--- src/sclk_pkg.sv ---
// ----------------------------------------------------------------------------
// sclk_pkg
// Shared types, constants and time arithmetic for the settable 24-hour clock.
// ----------------------------------------------------------------------------
`default_nettype none

package sclk_pkg;

    localparam int KindW   = 2;
    localparam int ButtonW = 3;
    localparam int SwitchW = 4;
    localparam int HourW   = 5;
    localparam int MinW    = 6;
    localparam int SecW    = 6;
    localparam int CountW  = 8;
    localparam int CfgW    = 8;
    localparam int PaddrW  = 4;
    localparam int PdataW  = 32;

    localparam logic [HourW-1:0]   HourMax    = 5'd23;
    localparam logic [MinW-1:0]    MinMax     = 6'd59;
    localparam logic [SecW-1:0]    SecMax     = 6'd59;
    localparam logic [CountW-1:0]  CountSat   = 8'hFF;
    localparam logic [SwitchW-1:0] SwitchNone = 4'h8;

    localparam logic [CfgW-1:0] DebounceReset    = 8'd3;
    localparam logic [CfgW-1:0] RepeatStartReset = 8'd50;
    localparam logic [CfgW-1:0] RepeatPerReset   = 8'd10;
    localparam logic [CfgW-1:0] TicksPerSecReset = 8'd100;

    typedef enum logic [KindW-1:0] {
        KIND_TICK   = 2'd0,
        KIND_BUTTON = 2'd1,
        KIND_SWITCH = 2'd2,
        KIND_UNUSED = 2'd3
    } t_kind;

    typedef enum logic [1:0] {
        DIR_NONE = 2'd0,
        DIR_UP   = 2'd1,
        DIR_DOWN = 2'd2
    } t_dir;

    typedef enum logic [1:0] {
        REG_DEBOUNCE     = 2'd0,
        REG_REPEAT_START = 2'd1,
        REG_REPEAT_PER   = 2'd2,
        REG_TICKS_PER_S  = 2'd3
    } t_reg_addr;

    typedef struct packed {
        logic [HourW-1:0] hours;
        logic [MinW-1:0]  minutes;
        logic [SecW-1:0]  seconds;
    } t_time;

    localparam t_time ShownReset = '{hours: HourMax, minutes: MinMax, seconds: SecMax};

    // Step a minute or second field by one, wrapping at 60 with no carry.
    function automatic logic [SecW-1:0] step60(input logic [SecW-1:0] v, input t_dir dir);
        logic [SecW-1:0] r;
        r = v;
        if (dir == DIR_UP) begin
            r = (v >= SecMax) ? '0 : v + 6'd1;
        end else if (dir == DIR_DOWN) begin
            r = (v == '0) ? SecMax : v - 6'd1;
        end
        return r;
    endfunction

    function automatic logic [HourW-1:0] step24(input logic [HourW-1:0] v, input t_dir dir);
        logic [HourW-1:0] r;
        r = v;
        if (dir == DIR_UP) begin
            r = (v >= HourMax) ? '0 : v + 5'd1;
        end else if (dir == DIR_DOWN) begin
            r = (v == '0) ? HourMax : v - 5'd1;
        end
        return r;
    endfunction

    function automatic t_time apply_step(input t_time t, input logic [ButtonW-1:0] held,
                                         input t_dir dir);
        t_time r;
        r = t;
        if (held[0]) begin
            r.seconds = step60(t.seconds, dir);
        end
        if (held[1]) begin
            r.minutes = step60(t.minutes, dir);
        end
        if (held[2]) begin
            r.hours = step24(t.hours, dir);
        end
        return r;
    endfunction

    // Seconds going below zero also restart the subsecond count.
    function automatic logic sec_underflow(input t_time t, input logic [ButtonW-1:0] held,
                                           input t_dir dir);
        return held[0] && (dir == DIR_DOWN) && (t.seconds == '0);
    endfunction

    function automatic t_time advance_second(input t_time t);
        t_time r;
        r = t;
        if (t.seconds >= SecMax) begin
            r.seconds = '0;
            if (t.minutes >= MinMax) begin
                r.minutes = '0;
                r.hours   = (t.hours >= HourMax) ? '0 : t.hours + 5'd1;
            end else begin
                r.minutes = t.minutes + 6'd1;
            end
        end else begin
            r.seconds = t.seconds + 6'd1;
        end
        return r;
    endfunction

endpackage

`default_nettype wire

--- src/sclk_if.sv ---
// ----------------------------------------------------------------------------
// sclk_in_if / sclk_out_if
// Valid/ready channels carrying clock events in and displayed time out.
// ----------------------------------------------------------------------------
`default_nettype none

interface sclk_in_if;
    logic                            valid;
    logic                            ready;
    logic [sclk_pkg::KindW-1:0]      kind;
    logic [sclk_pkg::ButtonW-1:0]    buttons;
    logic [sclk_pkg::SwitchW-1:0]    switches;

    modport source (output valid, kind, buttons, switches, input ready);
    modport sink   (input valid, kind, buttons, switches, output ready);
endinterface

interface sclk_out_if;
    logic                            valid;
    logic                            ready;
    logic [sclk_pkg::HourW-1:0]      hours;
    logic [sclk_pkg::MinW-1:0]       minutes;
    logic [sclk_pkg::SecW-1:0]       seconds;
    logic                            shown_changed;

    modport source (output valid, hours, minutes, seconds, shown_changed, input ready);
    modport sink   (input valid, hours, minutes, seconds, shown_changed, output ready);
endinterface

`default_nettype wire

--- src/settable_clock_with_button_repeat.sv ---
// ----------------------------------------------------------------------------
// settable_clock_with_button_repeat
// 24-hour clock with debounced, auto-repeating set buttons and run control.
// ----------------------------------------------------------------------------
//  Channel  Dir  Handshake          Payload
//  i_in     in   valid/ready        kind, buttons, switches
//  o_out    out  valid/ready        hours, minutes, seconds, shown_changed
//  APB      in   psel/penable/pready  4 x 8-bit registers at 0x0, 0x4, 0x8, 0xC
//
//  One request per cycle: the whole update is one pass of counter and
//  compare logic from the state registers into the result register.
//  A result is registered and appears in the cycle after its request is accepted.
//  The input stays ready while a held result is taken in the same cycle;
//  it stalls only while the result register is full and o_out.ready is low.
//  Reset (synchronous, active low) clears time and control state.
// ----------------------------------------------------------------------------
`default_nettype none

module settable_clock_with_button_repeat (
    input  wire                            i_clk,
    input  wire                            i_rst_n,
    sclk_in_if.sink                        i_in,
    sclk_out_if.source                     o_out,
    input  wire                            psel,
    input  wire                            penable,
    input  wire                            pwrite,
    input  wire  [sclk_pkg::PaddrW-1:0]    paddr,
    input  wire  [sclk_pkg::PdataW-1:0]    pwdata,
    output logic [sclk_pkg::PdataW-1:0]    prdata,
    output logic                           pready
);
    import sclk_pkg::*;

    logic [CfgW-1:0]    r_debounce, r_rep_start, r_rep_per, r_tps;
    t_time              r_time, n_time;
    t_time              r_shown, n_shown;
    logic [CountW-1:0]  r_sub, n_sub;
    logic [CountW-1:0]  r_hold, n_hold;
    logic [CountW-1:0]  r_rep, n_rep;
    logic               r_first, n_first;
    logic [ButtonW-1:0] r_held, n_held;
    logic [SwitchW-1:0] r_last_sw, n_last_sw;
    t_dir               r_dir, n_dir;
    logic               r_run, n_run;
    logic               n_changed;

    logic               r_out_valid;
    t_time              r_out_time;
    logic               r_out_changed;

    logic               in_acc;
    t_kind              kind;
    t_reg_addr          reg_sel;

    // ---------------- configuration port ----------------
    assign pready  = 1'b1;
    assign reg_sel = t_reg_addr'(paddr[3:2]);

    always_comb begin
        case (reg_sel)
            REG_DEBOUNCE:     prdata = PdataW'(r_debounce);
            REG_REPEAT_START: prdata = PdataW'(r_rep_start);
            REG_REPEAT_PER:   prdata = PdataW'(r_rep_per);
            REG_TICKS_PER_S:  prdata = PdataW'(r_tps);
            default:          prdata = '0;
        endcase
    end

    always_ff @(posedge i_clk) begin
        if (!i_rst_n) begin
            r_debounce  <= DebounceReset;
            r_rep_start <= RepeatStartReset;
            r_rep_per   <= RepeatPerReset;
            r_tps       <= TicksPerSecReset;
        end else if (psel && penable && pwrite && pready) begin
            case (reg_sel)
                REG_DEBOUNCE:     r_debounce  <= pwdata[CfgW-1:0];
                REG_REPEAT_START: r_rep_start <= pwdata[CfgW-1:0];
                REG_REPEAT_PER:   r_rep_per   <= pwdata[CfgW-1:0];
                REG_TICKS_PER_S:  r_tps       <= pwdata[CfgW-1:0];
                default:          r_tps       <= r_tps;
            endcase
        end
    end

    // ---------------- request handshake ----------------
    assign i_in.ready = !r_out_valid || o_out.ready;
    assign in_acc     = i_in.valid && i_in.ready;
    assign kind       = t_kind'(i_in.kind);

    // ---------------- next-state logic ----------------
    always_comb begin
        t_time t_adv;
        t_time t_s1;
        logic  step1;
        logic  step2;
        logic  [CountW-1:0] rep_inc;

        n_time    = r_time;
        n_shown   = r_shown;
        n_sub     = r_sub;
        n_hold    = r_hold;
        n_rep     = r_rep;
        n_first   = r_first;
        n_held    = r_held;
        n_last_sw = r_last_sw;
        n_dir     = r_dir;
        n_run     = r_run;
        n_changed = 1'b0;
        t_adv     = r_time;
        t_s1      = r_time;
        step1     = 1'b0;
        step2     = 1'b0;
        rep_inc   = r_rep + 8'd1;

        case (kind)
            KIND_TICK: begin
                n_hold = (r_hold == CountSat) ? CountSat : r_hold + 8'd1;
                n_sub  = r_sub + 8'd1;
                if (r_run && (n_sub >= r_tps)) begin
                    n_sub = '0;
                    t_adv = advance_second(r_time);
                end
                step1 = (n_hold >= r_debounce) && !r_first;
                t_s1  = t_adv;
                if (step1) begin
                    if (sec_underflow(t_adv, r_held, r_dir)) begin
                        n_sub = '0;
                    end
                    t_s1    = apply_step(t_adv, r_held, r_dir);
                    n_first = 1'b1;
                end
                n_time = t_s1;
                if (n_hold >= r_rep_start) begin
                    n_rep = rep_inc;
                    step2 = rep_inc >= r_rep_per;
                    if (step2) begin
                        if (sec_underflow(t_s1, r_held, r_dir)) begin
                            n_sub = '0;
                        end
                        n_time = apply_step(t_s1, r_held, r_dir);
                        n_rep  = '0;
                    end
                end
                if (n_time != r_shown) begin
                    n_changed = 1'b1;
                    n_shown   = n_time;
                end
            end
            KIND_BUTTON: begin
                n_held  = i_in.buttons;
                n_first = 1'b0;
                n_hold  = '0;
            end
            KIND_SWITCH: begin
                if (i_in.switches != r_last_sw) begin
                    n_last_sw = i_in.switches;
                    n_dir     = i_in.switches[0] ? DIR_UP : DIR_DOWN;
                    n_run     = i_in.switches[1];
                    n_sub     = '0;
                end
            end
            default: begin
                n_changed = 1'b0;
            end
        endcase
    end

    // ---------------- state and result registers ----------------
    always_ff @(posedge i_clk) begin
        if (!i_rst_n) begin
            r_time      <= '0;
            r_shown     <= ShownReset;
            r_sub       <= '0;
            r_hold      <= '0;
            r_rep       <= '0;
            r_first     <= 1'b0;
            r_held      <= '0;
            r_last_sw   <= SwitchNone;
            r_dir       <= DIR_NONE;
            r_run       <= 1'b0;
            r_out_valid <= 1'b0;
        end else begin
            if (in_acc) begin
                r_time      <= n_time;
                r_shown     <= n_shown;
                r_sub       <= n_sub;
                r_hold      <= n_hold;
                r_rep       <= n_rep;
                r_first     <= n_first;
                r_held      <= n_held;
                r_last_sw   <= n_last_sw;
                r_dir       <= n_dir;
                r_run       <= n_run;
                r_out_valid <= 1'b1;
            end else if (o_out.ready) begin
                r_out_valid <= 1'b0;
            end
        end
    end

    always_ff @(posedge i_clk) begin
        if (in_acc) begin
            r_out_time    <= n_time;
            r_out_changed <= n_changed;
        end
    end

    assign o_out.valid         = r_out_valid;
    assign o_out.hours         = r_out_time.hours;
    assign o_out.minutes       = r_out_time.minutes;
    assign o_out.seconds       = r_out_time.seconds;
    assign o_out.shown_changed = r_out_changed;

`ifndef SYNTHESIS
    a_acc_gives_result: assert property (@(posedge i_clk) disable iff (!i_rst_n)
        in_acc |=> r_out_valid)
        else $error("accepted request produced no result");

    a_button_clears_hold: assert property (@(posedge i_clk) disable iff (!i_rst_n)
        (in_acc && i_in.kind == KIND_BUTTON) |=> (r_hold == '0 && !r_first))
        else $error("button request did not restart debounce");

    a_switch_sets_run: assert property (@(posedge i_clk) disable iff (!i_rst_n)
        (in_acc && i_in.kind == KIND_SWITCH && i_in.switches != r_last_sw)
        |=> (r_run == $past(i_in.switches[1])))
        else $error("run enable does not follow new switch state");

    a_tick_updates_shown: assert property (@(posedge i_clk) disable iff (!i_rst_n)
        (in_acc && i_in.kind == KIND_TICK)
        |=> (r_shown == r_out_time && r_out_time == r_time))
        else $error("shown time not tracked after tick");
`endif

endmodule

`default_nettype wire
--- src/flat_wrapper.sv ---
// flat-port wrapper written by rule: the top's interface ports become plain ports
module settable_clock_with_button_repeat_flat import sclk_pkg::*;
  (i_clk, i_rst_n, psel, penable, pwrite, paddr, pwdata, prdata, pready, i_in_valid, i_in_kind, i_in_buttons, i_in_switches, i_in_ready, o_out_valid, o_out_hours, o_out_minutes, o_out_seconds, o_out_shown_changed, o_out_ready);
  sclk_in_if i_in_i ();
  sclk_out_if o_out_i ();
  input  wire i_clk;
  input  wire i_rst_n;
  input  wire psel;
  input  wire penable;
  input  wire pwrite;
  input  wire  [sclk_pkg::PaddrW-1:0] paddr;
  input  wire  [sclk_pkg::PdataW-1:0] pwdata;
  output logic [sclk_pkg::PdataW-1:0] prdata;
  output logic pready;
  input wire logic [$bits(i_in_i.valid)-1:0] i_in_valid;
  input wire logic [$bits(i_in_i.kind)-1:0] i_in_kind;
  input wire logic [$bits(i_in_i.buttons)-1:0] i_in_buttons;
  input wire logic [$bits(i_in_i.switches)-1:0] i_in_switches;
  output wire logic [$bits(i_in_i.ready)-1:0] i_in_ready;
  output wire logic [$bits(o_out_i.valid)-1:0] o_out_valid;
  output wire logic [$bits(o_out_i.hours)-1:0] o_out_hours;
  output wire logic [$bits(o_out_i.minutes)-1:0] o_out_minutes;
  output wire logic [$bits(o_out_i.seconds)-1:0] o_out_seconds;
  output wire logic [$bits(o_out_i.shown_changed)-1:0] o_out_shown_changed;
  input wire logic [$bits(o_out_i.ready)-1:0] o_out_ready;
  assign i_in_i.valid = i_in_valid;
  assign i_in_i.kind = i_in_kind;
  assign i_in_i.buttons = i_in_buttons;
  assign i_in_i.switches = i_in_switches;
  assign i_in_ready = i_in_i.ready;
  assign o_out_valid = o_out_i.valid;
  assign o_out_hours = o_out_i.hours;
  assign o_out_minutes = o_out_i.minutes;
  assign o_out_seconds = o_out_i.seconds;
  assign o_out_shown_changed = o_out_i.shown_changed;
  assign o_out_i.ready = o_out_ready;
  settable_clock_with_button_repeat u_core (.i_clk(i_clk), .i_rst_n(i_rst_n), .i_in(i_in_i), .o_out(o_out_i), .psel(psel), .penable(penable), .pwrite(pwrite), .paddr(paddr), .pwdata(pwdata), .prdata(prdata), .pready(pready));
endmodule
--- config.mk ---
export PLATFORM = sky130hd
export DESIGN_NAME = settable_clock_with_button_repeat_flat
export DESIGN_NICKNAME = d
export VERILOG_FILES = /design/src/sclk_pkg.sv /design/src/sclk_if.sv /design/src/settable_clock_with_button_repeat.sv /design/src/flat_wrapper.sv
export SDC_FILE = /design/constraint.sdc
export NUM_CORES = 1
export LEC_CHECK = 0
export BUFFER_PORTS_ARGS = -buffer_cell sky130_fd_sc_hd__buf_2
export CORE_UTILIZATION = 35
export DETAILED_ROUTE_END_ITERATION = 8
export GPL_TIMING_DRIVEN = 0
export PLACE_DENSITY = 0.52
export SETUP_SLACK_MARGIN = 0.4
export SLEW_MARGIN = 20
export SYNTH_ARGS = -nofsm -noshare
export SYNTH_HDL_FRONTEND = slang
export SYNTH_SLANG_ARGS = --single-unit
--- constraint.sdc ---
create_clock -name i_clk -period 9.7 [get_ports i_clk]
set_input_delay 0 -clock i_clk [delete_from_list [all_inputs] [get_ports i_clk]]
set_output_delay 0 -clock i_clk [all_outputs]
set_load 0.02 [all_outputs]
==> run summary <==
Number of port buffers: 53
DR vias: 10.9k
Number of warnings reported in the yosys synthesis log: 0
Number of buffers added by the clock tree synthesis step: 17
Top cells by area in the synthesized netlist: dfxtp_1, ha_1, mux2i_1
Number of buffers on the longest clock path: 2
CP Data Arrival Time: 8.01 ns
Final cell count without fillers: 1874
Area taken by multi-input logic gates: 7320 um2
Average size of a mapped cell: 7.83 um2
Total negative slack for setup checks: 0 ns
Cell accounting for the most synthesized area: dfxtp_1
R2R Path Start: u_core.r_sub[0]
Overall die height: 176 um
Design internal power: 0.948 mW
Total placed cells including tap cells: 1818
Leakage: 4.73 nW
Clock transition time at the flip-flop clock pins of the worst setup and hold paths: 0.06 ns
Syn Std Cell Area: 10600 um2
Part of the total power dissipated in the clock network: 0.442
Detailed-route wire length per cell: 20.8 um
Reg-to-Reg End: u_core.r_shown[0]
Fraction of registers with async set/reset: 0
First-pass GRT wire length: 59.7 mm
Final weighted congestion in routability-driven placement: 0.992
Max-slew headroom at the worst pin: 0.336
GR Util All Layers: 0.252
Top Layer Used: met4
Routed met3 length: 2.93 mm
Clock latency of the later-clocked register in the worst-skew pair: 0.43 ns
Count of mapped cells out of synthesis: 1351
Via density: 5.84
Area of the die: 30900 um2
R2R cell count: 31
Type of the worst min-delay path: input pin to flip-flop
Iteration-0 DRC count of the detailed router: 1041
Most frequent standard cell in the layout excluding fill and tap cells: nor2_1
Commonest non-fill, non-tap cells in the layout: nor2_1, nand2_1, dfxtp_1
# DRC: 0
Sequential power share: 0.382
Total met2 wirelength after detailed routing: 18.0 mm
Number of placement rows: 63
Total count of max-transition violations in the final report: 0
Highest net fanout along the worst path: 10
Biggest cell delay along the critical path: 0.42 ns
Number of nets in the layout: 1577
Critical Path Start Type: flip-flop
Worst Max-Slew Pin Slew: 0.990 ns
Met1 Routed Length: 17.1 mm
Total core area: 29700 um2
Final global-route overflow total: 0
Sinks on the clock net: 118
Worst voltage drop across the vdd grid: 0.117 mV
# fillers: 3041
Worst-case clock skew: 0.00928 ns
Layout cell share with drive strength beyond 1: 0.127
Area growth syn-to-layout: 15.6%
#FFs+latches synth: 118
Number of enable-type register cells in the synthesized netlist: 18
Root buffer cell: clkbuf_16
Final-report setup violation count: 0
Fraction of synthesized cell area taken by the top area cell type: 0.189
Setup repair after global routing missed its margin: no
Buffer count from post-CTS setup fixing: 0
Hold Path Origin: i_in_kind[1]
Type of destination of the critical path: flip-flop
Combinational power share: 0.176
Start-to-end type of the worst setup path: flip-flop to flip-flop
HPWL reported at the end of detailed placement: 30.4 mm
Die X: 176 um
Effective utilization at floorplan: 0.356
Max-capacitance violation count: 0
Switch share: 0.309
# IOs: 105
Number of cells traversed by the worst hold path: 3
Most common flop cell mapped by yosys: dfxtp_1
Number of distinct library cells after synthesis: 106
Endpoint with the worst hold slack: u_core.r_dir[1]
Fraction of the yosys area taken by sequential cells: 0.240
Max Clk Rate: 130 MHz
Power per standard cell area: 112 nW/um2
Worst-path cell with the longest stage delay: mux2i_1
Count of endpoints failing hold in the final timing report: 0
Reg2Reg Setup Slack: 2.00 ns
Net switching power: 0.424 mW
Maximum number of pins on one net before global-route repair: 19
Number of search-and-repair iterations in the first detailed-routing pass: 7
Post-DRT Antenna Nets: 0
Post-route minimum period: 7.70 ns
Drt total wl: 39.0 mm
Cell seen most often among critical-path stages: nand3_1
Number of global-route vias before repair: 10.2k
TritonCTS clock tree: done
H-tree levels: 4
Req. time, crit path: 10.01 ns
Flip-flop and latch area: 2540 um2
Outcome: finished, final reports clean
Initial antenna violation count: 0
Antenna Diode Count: 0
Share of the cycle needed by the critical path after routing: 0.794
flip-flops by register name, indices dropped and copies added (netlist names):
name and flops:
u_core.r_tps 8, u_core.o_out.shown_changed 1, u_core.r_rep 8, u_core.o_out.valid 1
u_core.r_rep_per 8, u_core.o_out.seconds 6, u_core.r_time 17, u_core.r_hold 8
u_core.r_held 3, u_core.r_dir 2, u_core.o_out.hours 5, u_core.r_last_sw 3
u_core.r_rep_start 8, u_core.o_out.minutes 6, u_core.r_first 1, u_core.r_shown 17
u_core.r_debounce 8, u_core.r_sub 8
timing repair:
action,4_1_cts,5_1_grt
gates resized for setup,0,0
setup endpoints to repair,0,0
hold endpoints to repair,42,0
hold buffers,24,0
critical path: cells and delay by family (launching register included):
family / cells / cell delay, ns
xor+xnor: 1 / 0.15
mux: 3 / 0.85
flops: 1 / 0.41
buf+inv: 4 / 0.91
fa+ha+maj: 3 / 0.97
compound gates: 7 / 1.70
simple gates: 13 / 2.56
worst max-delay path by stage:
stage                                from  cells past startpoint            endpoint
final                     u_core.r_sub[0]                     31   u_core.r_shown[0]
after global routing      u_core.r_sub[0]                     31   u_core.r_shown[4]
after floorplan           u_core.r_sub[0]                     29  u_core.r_shown[14]
after global placement    u_core.r_sub[0]                     30   u_core.r_shown[0]
after CTS                 u_core.r_sub[0]                     30  u_core.r_shown[14]
after detailed placement  u_core.r_sub[0]                     31   u_core.r_shown[0]
power groups by stage:
stage	registers (mW)	clock network (mW)	logic, mW
after floorplan	0.536	0	0.154
after global placement	0.534	0	0.230
after detailed placement	0.534	0	0.229
after CTS	0.524	0.613	0.238
after global routing	0.525	0.635	0.260
final	0.524	0.607	0.241
metal layers:
layer  track usage  up-vias
met5             0        -
met4        0.0812        0
met3        0.0383       62
met2         0.410      430
met1         0.338     5245
li1              -     5205
logic make-up after synthesis:
| logic type | synth area share |
|---|---|
| fa+ha+maj | 0.0639 |
| other cells | 0.000710 |
| xor+xnor | 0.0331 |
| mux | 0.0883 |
| simple gates | 0.244 |
| compound gates | 0.253 |
| buf+inv | 0.0769 |
| flops | 0.240 |
stage by stage:
| stage | cell area, um2 | util | setup slack, ns | power (mW) | hold WS [ns] |
|---|---|---|---|---|---|
| 3_3_place_gp | 11400 | 0.384 | 1.98 | 0.764 | 0.245 |
| 5_1_grt | 12200 | 0.412 | 1.52 | 1.42 | 0.0332 |
| 6_report | 12200 | 0.412 | 2.00 | 1.37 | 0.0191 |
| 2_1_floorplan | 10700 | - | 3.37 | 0.690 | 0.125 |
| 4_1_cts | 12200 | 0.412 | 2.03 | 1.37 | 0.00886 |
| 3_5_place_dp | 11400 | 0.385 | 2.09 | 0.764 | 0.257 |
synth_stat cells (all sizes together), types with 7 or more instances:
| library cell | instances |
|---|---|
| inv | 59 |
| dfxtp | 100 |
| and2 | 30 |
| xnor2 | 21 |
| nand2 | 107 |
| o211ai | 14 |
| nor2 | 146 |
| a211oi | 22 |
| nor4 | 15 |
| o221ai | 7 |
| a41oi | 10 |
| nand3 | 58 |
| a2111oi | 8 |
| o22ai | 11 |
| a22o | 7 |
| mux2 | 9 |
| o21a | 7 |
| or2 | 15 |
| a31oi | 21 |
| edfxtp | 18 |
| buf | 49 |
| clkbuf | 64 |
| nor2b | 12 |
| o31ai | 11 |
| a21oi | 65 |
| nor3 | 31 |
| xor2 | 19 |
| and3 | 28 |
| mux4 | 8 |
| o21ai | 82 |
| a22oi | 13 |
| a21o | 10 |
| mux2i | 64 |
| nor3b | 9 |
| or3 | 10 |
| a311oi | 7 |
| nand4 | 19 |
| ha | 54 |
| nand2b | 14 |
cell type report:
cell class,count,area share
Buffer,113,0.0481
Clock inverter,12,0.00726
Inverter,60,0.0184
Tap cell,390,0.0399
Sequential cell,118,0.208
Timing Repair Buffer,78,0.0419
Clock buffer,20,0.0383
Multi-Input combinational cell,1083,0.598
No activity file was read; power rests on OpenSTA's default activity.
